===== src/sv/csem_pkg.sv =====
// shared types and constants of the counting semaphore table
`default_nettype none

package csem_pkg;

    localparam int TABLE_ENTRIES_DEF = 16;
    localparam int ID_W              = 16;
    localparam int CNT_W             = 15;
    localparam int VAL_W             = 16;
    localparam logic [CNT_W-1:0] COUNT_MAX = {CNT_W{1'b1}};

    typedef enum logic [1:0] {
        CMD_OPEN  = 2'd0,
        CMD_CLOSE = 2'd1,
        CMD_UP    = 2'd2,
        CMD_DOWN  = 2'd3
    } cmd_t;

    typedef enum logic [2:0] {
        ST_OK          = 3'd0,
        ST_BAD_VALUE   = 3'd1,
        ST_FULL        = 3'd2,
        ST_NOT_FOUND   = 3'd3,
        ST_WOULD_BLOCK = 3'd4,
        ST_SATURATED   = 3'd5
    } status_t;

    typedef enum logic {
        S_IDLE = 1'b0,
        S_SCAN = 1'b1
    } state_t;

    // one table entry as held in the memory
    typedef struct packed {
        logic [ID_W-1:0]  id;
        logic [CNT_W-1:0] count;
    } entry_t;

    typedef struct packed {
        status_t          status;
        logic             wake;
        logic [ID_W-1:0]  wake_id;
        logic [CNT_W-1:0] count_after;
    } result_t;

    // table updates asked for by the execute logic
    typedef struct packed {
        logic wr_en;
        logic open_set;
        logic open_clr;
    } upd_t;

endpackage : csem_pkg

`default_nettype wire


===== src/sv/csem_ram.sv =====
// generic single-port-write, registered-read ram
`default_nettype none

module csem_ram #(
    parameter int WIDTH = 8,
    parameter int DEPTH = 16
) (
    input  wire logic                                  clk,
    input  wire logic                                  we,
    input  wire logic [((DEPTH > 1) ? $clog2(DEPTH) : 1)-1:0] waddr,
    input  wire logic [WIDTH-1:0]                      wdata,
    input  wire logic                                  re,
    input  wire logic [((DEPTH > 1) ? $clog2(DEPTH) : 1)-1:0] raddr,
    output logic      [WIDTH-1:0]                      rdata
);

    logic [WIDTH-1:0] mem [DEPTH];

    always_ff @(posedge clk)
    begin
        if (we)
        begin
            mem[waddr] <= wdata;
        end
    end

    always_ff @(posedge clk)
    begin
        if (re)
        begin
            rdata <= mem[raddr];
        end
    end

endmodule : csem_ram

`default_nettype wire


===== src/sv/csem_exec.sv =====
// result and write-back logic for one resolved table operation
`default_nettype none

module csem_exec (
    input  wire csem_pkg::cmd_t             cmd,
    input  wire logic [csem_pkg::ID_W-1:0]  sem_id,
    input  wire logic [csem_pkg::CNT_W-1:0] init_count,
    input  wire logic                       bad_value,
    input  wire logic                       hit,
    input  wire csem_pkg::entry_t           rd_entry,
    output csem_pkg::result_t               result,
    output csem_pkg::upd_t                  upd,
    output csem_pkg::entry_t                wr_entry
);
    import csem_pkg::*;

    always_comb
    begin
        result         = '0;
        result.status  = ST_OK;
        upd            = '0;
        wr_entry.id    = sem_id;
        wr_entry.count = rd_entry.count;

        if (bad_value)
        begin
            result.status = ST_BAD_VALUE;
        end
        else if (!hit)
        begin
            result.status = (cmd == CMD_OPEN) ? ST_FULL : ST_NOT_FOUND;
        end
        else
        begin
            unique case (cmd)
                CMD_OPEN:
                begin
                    upd.open_set       = 1'b1;
                    upd.wr_en          = 1'b1;
                    wr_entry.count     = init_count;
                    result.count_after = init_count;
                end
                CMD_CLOSE:
                begin
                    upd.open_clr   = 1'b1;
                    result.wake    = 1'b1;
                    result.wake_id = sem_id;
                end
                CMD_UP:
                begin
                    if (rd_entry.count == COUNT_MAX)
                    begin
                        result.status      = ST_SATURATED;
                        result.count_after = rd_entry.count;
                    end
                    else
                    begin
                        upd.wr_en          = 1'b1;
                        wr_entry.count     = rd_entry.count + CNT_W'(1);
                        result.count_after = wr_entry.count;
                        if (rd_entry.count == '0)
                        begin
                            result.wake    = 1'b1;
                            result.wake_id = sem_id;
                        end
                    end
                end
                CMD_DOWN:
                begin
                    if (rd_entry.count == '0)
                    begin
                        result.status = ST_WOULD_BLOCK;
                    end
                    else
                    begin
                        upd.wr_en          = 1'b1;
                        wr_entry.count     = rd_entry.count - CNT_W'(1);
                        result.count_after = wr_entry.count;
                    end
                end
            endcase
        end
    end

endmodule : csem_exec

`default_nettype wire


===== src/sv/counting_semaphore_table_core.sv =====
// top level of the counting semaphore table
`default_nettype none

// A table of TABLE_ENTRIES counting semaphores. Each input word carries a
// command in tuser (open, close, up, down) and the semaphore id and initial
// count in tdata; each produces exactly one output word with a status, a
// wake flag plus the id to wake, and the count left in the addressed entry.
// Ids and counts live in one synchronous ram with a registered read; open
// flags sit in flip-flops cleared by reset, so the table is usable right
// after reset with no clearing pass. An operation scans entries in
// ascending order, one ram read per cycle, and stops at the first closed
// entry (open) or the first open entry with a matching id (others). An
// operation's result waits on this scan through the ram read port, except
// that a negative initial count is rejected without a ram read, and the
// core goes back to idle before the next word is taken. Only one
// operation is in flight, so the write-back of one never overlaps the
// reads of the next. The result sits in an output register, so a new word
// is accepted while the previous result is still waiting on tready.
module counting_semaphore_table_core #(
    parameter int TABLE_ENTRIES = csem_pkg::TABLE_ENTRIES_DEF
) (
    input  wire logic        clk,
    input  wire logic        rst_n,
    input  wire logic        s_axis_tvalid,
    output logic             s_axis_tready,
    // sem_id [15:0], init_value [31:16]
    input  wire logic [31:0] s_axis_tdata,
    // command [1:0]
    input  wire logic [1:0]  s_axis_tuser,
    output logic             m_axis_tvalid,
    input  wire logic        m_axis_tready,
    // status [2:0], wake [3], wake_id [19:4], count_after [34:20], zero [39:35]
    output logic [39:0]      m_axis_tdata
);
    import csem_pkg::*;

    localparam int IDX_W  = (TABLE_ENTRIES > 1) ? $clog2(TABLE_ENTRIES) : 1;
    localparam int SCAN_W = $clog2(TABLE_ENTRIES + 1);
    localparam int ENT_W  = $bits(entry_t);

    // request held for the whole scan
    cmd_t                     cmd_reg,  cmd_next;
    logic [ID_W-1:0]          id_reg,   id_next;
    logic signed [VAL_W-1:0]  init_reg, init_next;

    state_t                   state_reg, state_next;

    // scan pointers: issue address and the entry whose data is in rdata
    logic [SCAN_W-1:0]        scan_idx_reg, scan_idx_next;
    logic [IDX_W-1:0]         rd_idx_reg,   rd_idx_next;
    logic                     rd_valid_reg, rd_valid_next;

    logic [TABLE_ENTRIES-1:0] open_reg, open_next;

    logic                     out_valid_reg, out_valid_next;
    result_t                  out_reg, out_next;

    logic                     s_accept;
    logic                     out_free;
    logic                     issue;
    logic                     ram_re;
    logic                     is_open;
    logic                     hit;
    logic                     last;
    logic                     bad_value;
    logic                     done;
    logic                     fire;

    entry_t                   rd_entry;
    entry_t                   wr_entry;
    result_t                  result;
    upd_t                     upd;

    assign s_accept  = s_axis_tvalid && s_axis_tready;
    assign out_free  = !out_valid_reg || m_axis_tready;

    assign issue     = scan_idx_reg < SCAN_W'(TABLE_ENTRIES);
    assign is_open   = open_reg[rd_idx_reg];
    assign hit       = (cmd_reg == CMD_OPEN) ? !is_open
                                             : (is_open && rd_entry.id == id_reg);
    assign last      = rd_idx_reg == IDX_W'(TABLE_ENTRIES - 1);
    assign bad_value = (cmd_reg == CMD_OPEN) && init_reg[VAL_W-1];

    // done holds while stalled: no new read, so rdata stays put
    assign done      = (state_reg == S_SCAN)
                       && (bad_value || (rd_valid_reg && (hit || last)));
    assign fire      = done && out_free;
    assign ram_re    = (state_reg == S_SCAN) && issue && !done;

    csem_ram #(
        .WIDTH (ENT_W),
        .DEPTH (TABLE_ENTRIES)
    ) u_entry_ram (
        .clk   (clk),
        .we    (fire && upd.wr_en),
        .waddr (rd_idx_reg),
        .wdata (wr_entry),
        .re    (ram_re),
        .raddr (scan_idx_reg[IDX_W-1:0]),
        .rdata (rd_entry)
    );

    csem_exec u_exec (
        .cmd        (cmd_reg),
        .sem_id     (id_reg),
        .init_count (init_reg[CNT_W-1:0]),
        .bad_value  (bad_value),
        .hit        (hit),
        .rd_entry   (rd_entry),
        .result     (result),
        .upd        (upd),
        .wr_entry   (wr_entry)
    );

    // next state
    always_comb
    begin
        state_next = state_reg;
        unique case (state_reg)
            S_IDLE:
            begin
                if (s_accept)
                begin
                    state_next = S_SCAN;
                end
            end
            S_SCAN:
            begin
                if (fire)
                begin
                    state_next = S_IDLE;
                end
            end
        endcase
    end

    // outputs and datapath updates
    always_comb
    begin
        s_axis_tready  = (state_reg == S_IDLE);
        cmd_next       = cmd_reg;
        id_next        = id_reg;
        init_next      = init_reg;
        scan_idx_next  = scan_idx_reg;
        rd_idx_next    = rd_idx_reg;
        rd_valid_next  = rd_valid_reg;
        open_next      = open_reg;
        out_next       = out_reg;
        out_valid_next = out_valid_reg && !m_axis_tready;

        unique case (state_reg)
            S_IDLE:
            begin
                if (s_accept)
                begin
                    cmd_next      = cmd_t'(s_axis_tuser);
                    id_next       = s_axis_tdata[ID_W-1:0];
                    init_next     = s_axis_tdata[ID_W +: VAL_W];
                    scan_idx_next = '0;
                    rd_valid_next = 1'b0;
                end
            end
            S_SCAN:
            begin
                if (ram_re)
                begin
                    rd_idx_next   = scan_idx_reg[IDX_W-1:0];
                    rd_valid_next = 1'b1;
                    scan_idx_next = scan_idx_reg + SCAN_W'(1);
                end
                if (fire)
                begin
                    rd_valid_next  = 1'b0;
                    out_next       = result;
                    out_valid_next = 1'b1;
                    if (upd.open_set)
                    begin
                        open_next[rd_idx_reg] = 1'b1;
                    end
                    if (upd.open_clr)
                    begin
                        open_next[rd_idx_reg] = 1'b0;
                    end
                end
            end
        endcase
    end

    always_ff @(posedge clk or negedge rst_n)
    begin
        if (!rst_n)
        begin
            state_reg     <= S_IDLE;
            rd_valid_reg  <= 1'b0;
            open_reg      <= '0;
            out_valid_reg <= 1'b0;
        end
        else
        begin
            state_reg     <= state_next;
            rd_valid_reg  <= rd_valid_next;
            open_reg      <= open_next;
            out_valid_reg <= out_valid_next;
        end
    end

    // payload, no reset needed
    always_ff @(posedge clk)
    begin
        cmd_reg      <= cmd_next;
        id_reg       <= id_next;
        init_reg     <= init_next;
        scan_idx_reg <= scan_idx_next;
        rd_idx_reg   <= rd_idx_next;
        out_reg      <= out_next;
    end

    assign m_axis_tvalid = out_valid_reg;
    assign m_axis_tdata  = {5'b0, out_reg.count_after, out_reg.wake_id,
                            out_reg.wake, out_reg.status};

endmodule : counting_semaphore_table_core

`default_nettype wire


===== config.mk =====
export PLATFORM = sky130hd
export DESIGN_NAME = counting_semaphore_table_core
export DESIGN_NICKNAME = d
export VERILOG_FILES = /design/src/sv/csem_pkg.sv /design/src/sv/csem_ram.sv /design/src/sv/csem_exec.sv /design/src/sv/counting_semaphore_table_core.sv
export SDC_FILE = /design/constraint.sdc
export NUM_CORES = 1
export LEC_CHECK = 0
export BUFFER_PORTS_ARGS = -buffer_cell sky130_fd_sc_hd__buf_2
export CAP_MARGIN = 5
export CORE_ASPECT_RATIO = 0.9
export CORE_MARGIN = 2
export CORE_UTILIZATION = 40
export DETAILED_ROUTE_END_ITERATION = 12
export SLEW_MARGIN = 20
export SYNTH_ARGS = -nofsm -noshare
export SYNTH_HDL_FRONTEND = slang
export SYNTH_SLANG_ARGS = --single-unit

===== constraint.sdc =====
create_clock -name clk -period 4.4 [get_ports clk]
set_input_delay 0.66 -clock clk [delete_from_list [all_inputs] [get_ports clk]]
set_output_delay 0.66 -clock clk [all_outputs]
set_load 0.005 [all_outputs]

==> impl_results.md, run 1 <==
* Grt ovf at 0
* Period utilization at 0.797
* Setup bufs post-CTS at 0
* Level count of the clock H-tree at 2
* Setup CP Type: reg2reg
* Post-route core utilization at 0.465
* Gate Count Post-Synth at 1219
* Initial DRT Pass Iterations at 5
* Vias in the first global route at 12300
* Initial antenna violation count at 0
* Slew Viols, Final at 0
* CP delay by family, top: compound AO/OA/AOI/OAI gates
* # rows at 86
* Largest net degree at the start of global routing at 64
* CP arrival at 3.78 ns
* Final hold slack at 0.187 ns
* Critical path's slowest cell: edfxtp_1
* Nature of the critical path startpoint: flop
* Power Total at 0.0175 W
* Chip Height at 241 um
* Post_cts resized at 0
* Async set-reset flop share out of synthesis at 0.0304
* DP Wirelength at 30.1 mm
* Hold/Removal Path Class: in2reg
* Synth Cell Area at 25000 um2
* CP Max Fanout at 17
* Post-Syn Area per Cell at 20.5 um2
* Root buffer cell: clkbuf_16
* Setup ws final at 0.891 ns
* Hold Crit Start: s_axis_tdata[9]
* Routed Antenna Nets at 0
* Met3 WL at 2.91 mm
* Synth Warn # at 0
* WHS Path Cells at 1
* Area of the multi-input gates at 6030 um2
* Seq. cell area at 18600 um2
* Final min period at 3.51 ns
* EDFF count, synth at 605
* N_diodes at 0
* Vias per cell at 5.48
* Worst slew pin tran at 1.08 ns
* Core footprint at 61400 um2
* Met2 WL at 25.1 mm
* Hold endpoint: id_reg[9]
* Final wirelength at 53.0 mm
* Synth area leaders: edfxtp_1 73%, mux4_2 14%, dfrtp_1 1.9%
* GRT Total Usage at 0.168
* Clk sinks at 624
* Clock slew at reported path FFs at 0.06 ns
* Hold violation total from the final report at 0
* Peak supply drop at 0.000379 V
* Pleak at 9.08 nW
* Post-synth top flop: edfxtp_1
* Setup Viol. Count Final at 0
* Layout Skew at 0.0406 ns
* Starting DRC count in detailed routing at 1124
* Most frequent cells in the layout: 605 x edfxtp_1, 157 x mux4_2, 74 x buf_2
* Die area at 64400 um2
* CP required at 4.68 ns
* Cell Pwr Density at 613 nW/um2
* Latest clock arrival within the worst-skew pair at 0.64 ns
* Syn-to-layout area delta at 14.4%
* Fill cells at 5117
* DR DRC count at 0
* Outcome: complete, no violations
* Global-route wire length before repair at 80.0 mm
* Die Wd at 267 um
* RSZ-0062 raised after global routing: no
* Per-cell routed wire length at 23.9 um
* Max-Slew Margin vs Limit at 0.283
* Fmax at 285 MHz
* Routability congestion estimate at 0.864
* Crit path launch: rd_idx_reg[3]
* Seq cells post-synth at 624
* Leading cell type in the layout, fill and taps excluded: edfxtp_1
* Worst Path Buf+Inv at 0
* CTS Buffer Depth at 3
* Slowest stage delay, CP at 0.63 ns
* Yosys cell types at 67
* Crit end category: flop
* RR Endpoint: u_entry_ram.mem[5][1]
* Number of port buffers at 74
* R2r worst-path depth at 6
* Biggest area consumer among synthesized cells: edfxtp_1
* Setup Slack @ Placement at 0.954 ns
* Max FFs per register at 496
* Flop-to-flop setup slack at 0.89 ns
* Sequential area share after synthesis at 0.747
* Max cap viols at 0
* Crit-path cells: mux2i_1 > a21boi_0 > a22o_1 > a41oi_4 > nand2b_1 > a21o_1
* Post-synth top area share at 0.728
* Worst r2r src: rd_idx_reg[3]
* Register name with the most flops: u_entry_ram.mem
* M1 wire length at 24.2 mm
* Num CTS Buffers at 60
* Starting Density at 0.406
* Layout cell share with drive strength beyond 1 at 0.291
* Via count at 12100
* NumNets Final at 1383
* CTS tree: done
* I/O pins at 80
* Uppermost layer routed: met4
-- metal layers --
layer,up-vias,track usage
met4,0,0.0419
met2,359,0.267
li1,5244,-
met5,-,0
met3,66,0.0282
met1,6461,0.244
-- final cells by class --
cell class,count,share of cell area
inverters,25,0.00329
well taps,836,0.0366
clock buffers,71,0.0548
flip-flops and latches,624,0.653
clock inverters,35,0.0111
repair buffers,123,0.0303
multi-input cells,501,0.211
-- metrics by stage --
stage               TNS [ns]  cell area [um2]  cells
finish                     0            28600   2215
global route               0            28600   2215
CTS                        0            28500   2215
detailed placement         0            26700   2108
global placement           0            26700   2108
floorplan            -132.13            25000   1223
-- worst max path at each step --
stage,to,slack [ns],cells after the start
detailed placement,u_entry_ram.mem[6][11],0.95,6
global route,u_entry_ram.mem[5][1],0.72,6
floorplan,u_entry_ram.mem[2][0],-0.32,6
global placement,u_entry_ram.mem[5][11],1.07,6
CTS,u_entry_ram.mem[7][1],0.97,6
finish,u_entry_ram.mem[5][1],0.89,6
-- Yosys cell counts (all sizes together) (11+ instances only) --
cell    instances
xor2           11
inv            25
nor3           27
dfrtp          19
o21ai          18
nand3          16
buf            30
nor2           41
edfxtp        605
a21oi          14
mux4          157
clkbuf         43
nand2          26
mux2i          17
and2           21
xnor2          19
-- logic make-up (layout without fill, tap and decap cells) --
logic type | Yosys count | in the layout | share of synthesized area
compound gates | 101 | 101 | 0.0324
xor+xnor | 30 | 30 | 0.0105
fa+ha+maj | 10 | 10 | 0.00501
buf+inv | 98 | 254 | 0.0174
flops | 624 | 624 | 0.747
mux | 178 | 178 | 0.150
other cells | 1 | 5 | 0.000150
simple gates | 177 | 177 | 0.0375
-- power by group --
part	leakage [nW]	internal, W	switching [W]
clock network	0.921	0.00277	0.00218
logic	2.48	0.00206	0.00240
registers	5.68	0.00756	0.000533
total	9.08	0.0124	0.00512
-- what timing repair did --
item                                   in CTS  in global routing
endpoints found under the hold margin      19                  0
setup endpoints to repair                   0                  0
hold buffers                                1                  0
Note: power is estimated with default switching activity, not from simulation.
==> inputs of run 2 (changes only) <==
Clock period 4.4 ns to 2.8 ns, I/O delays scaled along.
==> run 2 against run 1 <==
Net effect: routed wire length increased by 14%; core utilization increased by 4.3 points; setup slack got worse by 0.86 ns; clock skew up 0.013 ns; clock power rose by 56%; power rose by 67%; register-to-register slack worse by 0.86 ns; first-iteration DRC count is 8.3% higher; critical path type unchanged; largest power group unchanged.
==> impl_results.md, run 2 (same netlist as run 1, synthesis figures left out) <==
* Max-Slew Margin vs Limit at 0.542 (was 0.283)
* RR Endpoint: u_entry_ram.mem[15][10] (was u_entry_ram.mem[5][1])
* Chip Height at 241 um (unchanged)
* GRT Total Usage at 0.186 (was 0.168)
* Worst r2r src: rd_idx_reg[2] (was rd_idx_reg[3])
* Period utilization at 0.991 (was 0.797)
* Per-cell routed wire length at 25.1 um (was 23.9 um)
* Net Sw Power at 0.00872 W (was 0.00512 W)
* Leading cell type in the layout, fill and taps excluded: edfxtp_1 (unchanged)
* N_diodes at 0 (unchanged)
* Final wirelength at 60.7 mm (was 53.0 mm)
* Setup ws final at 0.0266 ns (was 0.891 ns)
* Global-route wire length before repair at 87.5 mm (was 80.0 mm)
* Max cap viols at 0 (unchanged)
* Most frequent cells in the layout: 605 x edfxtp_1, 157 x mux4_2, 128 x buf_4 (was 605 x edfxtp_1, 157 x mux4_2, 74 x buf_2)
* Setup CP Type: reg2reg (unchanged)
* Nature of the critical path startpoint: flop (unchanged)
* Clock power frac at 0.265 (was 0.283)
* Final min period at 2.77 ns (was 3.51 ns)
* Setup Slack @ Placement at -0.164 ns (was 0.954 ns)
* Grt ovf at 0 (unchanged)
* Syn-to-layout area delta at 24.9% (was 14.4%)
* Die Wd at 267 um (unchanged)
* DR DRC count at 0 (unchanged)
* Root buffer cell: clkbuf_16 (unchanged)
* P_int at 0.0205 W (was 0.0124 W)
* Peak supply drop at 0.000579 V (was 0.000379 V)
* DP Wirelength at 34.9 mm (was 30.1 mm)
* Vias per cell at 5.44 (was 5.48)
* Starting Density at 0.406 (unchanged)
* CP Max Fanout at 16 (was 17)
* Starting DRC count in detailed routing at 1217 (was 1124)
* Hold endpoint: state_reg (was id_reg[9])
* R2r worst-path depth at 12 (was 6)
* I/O pins at 80 (unchanged)
* Setup Viol. Count Final at 0 (unchanged)
* Reg power frac at 0.420 (was 0.462)
* Die area at 64400 um2 (unchanged)
* Via count at 13100 (was 12100)
* CP arrival at 3.16 ns (was 3.78 ns)
* Clock slew at reported path FFs at 0.06 ns (about the same)
* Switching Fraction at 0.299 (was 0.292)
* Comb pwr share at 0.316 (was 0.255)
* Layout Skew at 0.0539 ns (was 0.0406 ns)
* Number of port buffers at 74 (unchanged)
* Vias in the first global route at 13300 (was 12300)
* Largest net degree at the start of global routing at 62 (was 64)
* Hold/Removal Path Class: in2reg (unchanged)
* CTS Buffer Depth at 3 (unchanged)
* Initial DRT Pass Iterations at 8 (was 5)
* Worst slew pin tran at 0.687 ns (was 1.08 ns)
* Initial antenna violation count at 0 (unchanged)
* Crit end category: flop (unchanged)
* Clk sinks at 624 (unchanged)
* Hold violation total from the final report at 0 (unchanged)
* Fill cells at 4924 (was 5117)
* WHS Path Cells at 3 (was 1)
* CTS tree: done (unchanged)
* Core footprint at 61400 um2 (unchanged)
* Post-route core utilization at 0.507 (was 0.465)
* RSZ-0062 raised after global routing: yes (was no)
* Flop-to-flop setup slack at 0.03 ns (was 0.89 ns)
* # rows at 86 (unchanged)
* Num CTS Buffers at 61 (was 60)
* Layout cell share with drive strength beyond 1 at 0.375 (was 0.291)
* Outcome: complete, no violations (unchanged)
* Hold Crit Start: s_axis_tvalid (was s_axis_tdata[9])
* NumNets Final at 1576 (was 1383)
* Cell Pwr Density at 936 nW/um2 (was 613 nW/um2)
* Routability congestion estimate at 0.867 (was 0.864)
* Register name with the most flops: u_entry_ram.mem (unchanged)
* Max FFs per register at 496 (unchanged)
* Fmax at 361 MHz (was 285 MHz)
* Level count of the clock H-tree at 2 (unchanged)
* Pleak at 10.4 nW (was 9.08 nW)
* Slew Viols, Final at 0 (unchanged)
* Final instance area at 31200 um2 (was 28600 um2)
* CP required at 3.19 ns (was 4.68 ns)
* Routed Antenna Nets at 0 (unchanged)
* DP Area at 28200 um2 (was 26700 um2)
* Latest clock arrival within the worst-skew pair at 0.66 ns (was 0.64 ns)
[run 2: cell type report]
| type | instances | area (um2) | share of cell area |
|---|---|---|---|
| Multi-Input combinational cell | 502 | 6340 | 0.203 |
| Tap cell | 836 | 1050 | 0.0335 |
| Clock buffer | 72 | 1570 | 0.0503 |
| Timing Repair Buffer | 314 | 3180 | 0.102 |
| Sequential cell | 624 | 18600 | 0.598 |
| Inverter | 25 | 93.8 | 0.00301 |
| Clock inverter | 41 | 312 | 0.00999 |
[run 2: layer usage]
layer	wire, um	vias to the layer above	global-route usage	share of wire
met5	0	-	0	0
met4	1120	0	0.0456	0.018
met3	3940	74	0.0289	0.065
met2	28400	504	0.295	0.47
met1	27200	6914	0.272	0.45
li1	-	5652	-	-
[run 2: worst max-delay path by stage]
| stage | start | endpoint | slack (ns) | depth (start not counted) |
|---|---|---|---|---|
| 4_1_cts | u_entry_ram.rdata[0] | u_entry_ram.mem[13][14] | 0.009 | 9 |
| 3_5_place_dp | rd_idx_reg[2] | u_entry_ram.mem[15][4] | -0.16 | 7 |
| 6_report | rd_idx_reg[2] | u_entry_ram.mem[15][10] | 0.03 | 12 |
| 2_1_floorplan | rd_idx_reg[2] | u_entry_ram.rdata[0] | -0.29 | 8 |
| 5_1_grt | rd_idx_reg[2] | u_entry_ram.mem[12][10] | -0.07 | 12 |
| 3_3_place_gp | u_entry_ram.rdata[7] | u_entry_ram.mem[14][4] | -0.08 | 7 |
[run 2: repair_timing]
action	4_1_cts	5_1_grt
gates cloned	1	11
endpoints found under the hold margin	53	0
hold buffers	35	0
buffers inserted	4	16
pin swaps	2	14
setup endpoints to repair	428	604
gates resized for setup	16	47
[run 2: power by group through the flow]
stage / combinational, W / clock [W] / sequential [W]
after global placement: 0.00869 / 0 / 0.0124
after detailed placement: 0.00882 / 0 / 0.0124
final: 0.00921 / 0.00772 / 0.0122
after floorplan: 0.00550 / 0 / 0.0124
after global routing: 0.00990 / 0.00825 / 0.0123
after CTS: 0.00896 / 0.00785 / 0.0122
[run 2: worst max-delay path, stage by stage (launching register included)]
cell and delay [ns]:
edfxtp_1 0.44, buf_4 0.17, buf_4 0.14, nor2b_2 0.18, a2bb2oi_4 0.29, a221oi_2 0.12, buf_4 0.15, a41oi_4 0.30
buf_6 0.18, a21oi_1 0.06, buf_4 0.14, a21o_1 0.19, buf_12 0.16
[run 2: per-stage QoR]
stage | setup TNS [ns] | std cells | hold slack, ns | power (W)
CTS | 0 | 2388 | 0.0862 | 0.0290
detailed placement | -26.74 | 2235 | 0.388 | 0.0212
floorplan | -107.12 | 1223 | 0.124 | 0.0179
finish | 0 | 2414 | 0.119 | 0.0292
global placement | -6.85 | 2235 | 0.377 | 0.0211
global route | -5.99 | 2414 | 0.116 | 0.0305
==> inputs of run 3 (changes only) <==
Settings changed: CELL_PAD_IN_SITES_DETAIL_PLACEMENT from default to 2, CELL_PAD_IN_SITES_GLOBAL_PLACEMENT from default to 2, PLACE_DENSITY_LB_ADDON from default to 0.1.
==> run 3 against run 2 <==
Net effect: the run now ends with setup timing left; register-to-register slack got worse by 0.08 ns; sequential cell count unchanged; worst hold slack got worse by 0.090 ns; power increased by 6.8%; design area increased by 3.2%; critical path depth decreased by 2; sequential power about the same; non-clock buffer count increased by 23; clock-buffer cell count increased by 16; routed wire length increased by 27%; combinational power increased by 7.6%; largest power group unchanged.
==> impl_results.md, run 3 (same netlist as run 1, synthesis figures left out) <==
* Outcome: finished, violations left (was complete, no violations)
* Failing checks: setup timing
* Num CTS Buffers at 68 (was 61)
* Flop-to-flop setup slack at -0.05 ns (was 0.03 ns)
* Hold violation total from the final report at 0 (unchanged)
* Via count at 14000 (was 13100)
* CTS Buffer Depth at 3 (unchanged)
* Crit end category: flop (unchanged)
* Nature of the critical path startpoint: flop (unchanged)
* DP Area at 28400 um2 (was 28200 um2)
* Starting DRC count in detailed routing at 1158 (was 1217)
* Core footprint at 61400 um2 (unchanged)
* CTS tree: done (unchanged)
* Die area at 64400 um2 (unchanged)
* I/O pins at 80 (unchanged)
* Hold/Removal Path Class: in2reg (unchanged)
* Setup CP Type: reg2reg (unchanged)
* Clk sinks at 624 (unchanged)
* Leading cell type in the layout, fill and taps excluded: edfxtp_1 (unchanged)
* Non-filler cells, final at 2452 (was 2414)
* Number of port buffers at 74 (unchanged)
* Root buffer cell: clkbuf_16 (unchanged)
* Final instance area at 32200 um2 (was 31200 um2)
* M1 wire length at 33.6 mm (was 27.2 mm)
* Chip Height at 241 um (unchanged)
* Routed Antenna Nets at 0 (unchanged)
* Vias per cell at 5.69 (was 5.44)
* CP required at 3.15 ns (was 3.19 ns)
* Fmax at 351 MHz (was 361 MHz)
* Global-route wire length before repair at 104 mm (was 87.5 mm)
* Largest net degree at the start of global routing at 62 (unchanged)
* Die Wd at 267 um (unchanged)
* Post-placement cell count at 2243 (was 2235)
* Most frequent cells in the layout: 605 x edfxtp_1, 157 x mux4_2, 124 x buf_4 (was 605 x edfxtp_1, 157 x mux4_2, 128 x buf_4)
* Setup ws final at -0.0502 ns (was 0.0266 ns)
* Latest clock arrival within the worst-skew pair at 0.62 ns (was 0.66 ns)
* Period utilization at 1.02 (was 0.991)
* RSZ-0062 raised after global routing: yes (unchanged)
* TNS Setup at -3.08 ns (was 0 ns)
* Routability congestion estimate at 0.796 (was 0.867)
* Starting Density at 0.406 (unchanged)
* Met3 WL at 4.20 mm (was 3.94 mm)
* Final wirelength at 77.2 mm (was 60.7 mm)
* CP Max Fanout at 17 (was 16)
* Max-Slew Margin vs Limit at 0.607 (was 0.542)
* Max FFs per register at 496 (unchanged)
* Met2 WL at 37.4 mm (was 28.4 mm)
* Layout Skew at 0.0234 ns (was 0.0539 ns)
* Max cap viols at 0 (unchanged)
* NumNets Final at 1611 (was 1576)
* Pleak at 10.8 nW (was 10.4 nW)
* Level count of the clock H-tree at 3 (was 2)
* Per-cell routed wire length at 31.5 um (was 25.1 um)
* DP Wirelength at 43.0 mm (was 34.9 mm)
* # rows at 86 (unchanged)
* Clock slew at reported path FFs at 0.06 ns (about the same)
* Syn-to-layout area delta at 28.9% (was 24.9%)
* GRT Total Usage at 0.228 (was 0.186)
* Vias in the first global route at 14700 (was 13300)
* Initial DRT Pass Iterations at 7 (was 8)
* Worst slew pin tran at 0.580 ns (was 0.687 ns)
* Layout cell share with drive strength beyond 1 at 0.399 (was 0.375)
* Cell Pwr Density at 968 nW/um2 (was 936 nW/um2)
* Peak supply drop at 0.000518 V (was 0.000579 V)
* DR DRC count at 0 (unchanged)
* Register name with the most flops: u_entry_ram.mem (unchanged)
* Setup Viol. Count Final at 157 (was 0)
* Final min period at 2.85 ns (was 2.77 ns)
* Slew Viols, Final at 0 (unchanged)
* Grt ovf at 0 (unchanged)
* Uppermost layer routed: met5 (was met4)
* CP arrival at 3.20 ns (was 3.16 ns)
* Initial antenna violation count at 3 (was 0)
-- run 3: stage by stage --
stage	setup slack [ns]	hold WS, ns	total power, W	util
after floorplan	-0.285	0.124	0.0179	-
after global placement	-0.0970	0.401	0.0212	0.462
after detailed placement	-0.239	0.396	0.0215	0.462
after CTS	-0.0630	0.00991	0.0308	0.507
after global routing	-0.146	0.00641	0.0323	0.524
final	-0.0502	0.0296	0.0312	0.524
-- run 3: power breakdown --
part | switching, W | internal (W) | total (W)
sequential | 0.000417 | 0.0119 | 0.0123
combinational | 0.00543 | 0.00448 | 0.00991
clock | 0.00382 | 0.00515 | 0.00897
-- run 3: worst max-delay path, stage by stage, from the launching register on --
cell and delay (ns):
edfxtp_1 0.42, mux4_2 0.53, a2bb2oi_2 0.17, buf_4 0.16
a221oi_2 0.29, buf_4 0.17, a41oi_4 0.04, buf_6 0.16
nand2b_2 0.28, o2bb2ai_2 0.19, buf_12 0.16
-- run 3: path summary, 6_finish.rpt --
check,from,depth (start not counted),end
max,rd_idx_reg[2],10,u_entry_ram.mem[13][3]
min,s_axis_tuser[0],1,cmd_reg[0]
max reg2reg,rd_idx_reg[2],10,u_entry_ram.mem[13][3]
min reg2reg,open_reg[5],2,open_reg[5]
max in group asynchronous,rst_n,2,open_reg[9]
min in group asynchronous,rst_n,2,m_axis_tvalid
-- run 3: repair_timing --
action / 4_1_cts / 5_1_grt
hold endpoints to repair: 52 / 0
gates cloned: 3 / 24
pin swaps: 3 / 29
endpoints found under the setup margin: 559 / 811
gates resized for setup: 43 / 89
hold buffers: 34 / 0
setup buffers: 5 / 23
-- run 3: cell type report --
class                      instances  area, um2
inverter                          25       93.8
fill                            5266      29300
sequential                       624      18600
clock inverter                    34        390
tap                              836       1050
antenna                            1       2.50
clock buffer                      88       1800
multi-input combinational        507       6570
timing repair buffer             337       3630
-- run 3: layer usage --
metal | track usage | vias to the layer above
met5 | 0 | -
met4 | 0.0679 | 4
met3 | 0.0353 | 123
met2 | 0.379 | 497
met1 | 0.312 | 7575
li1 | - | 5752
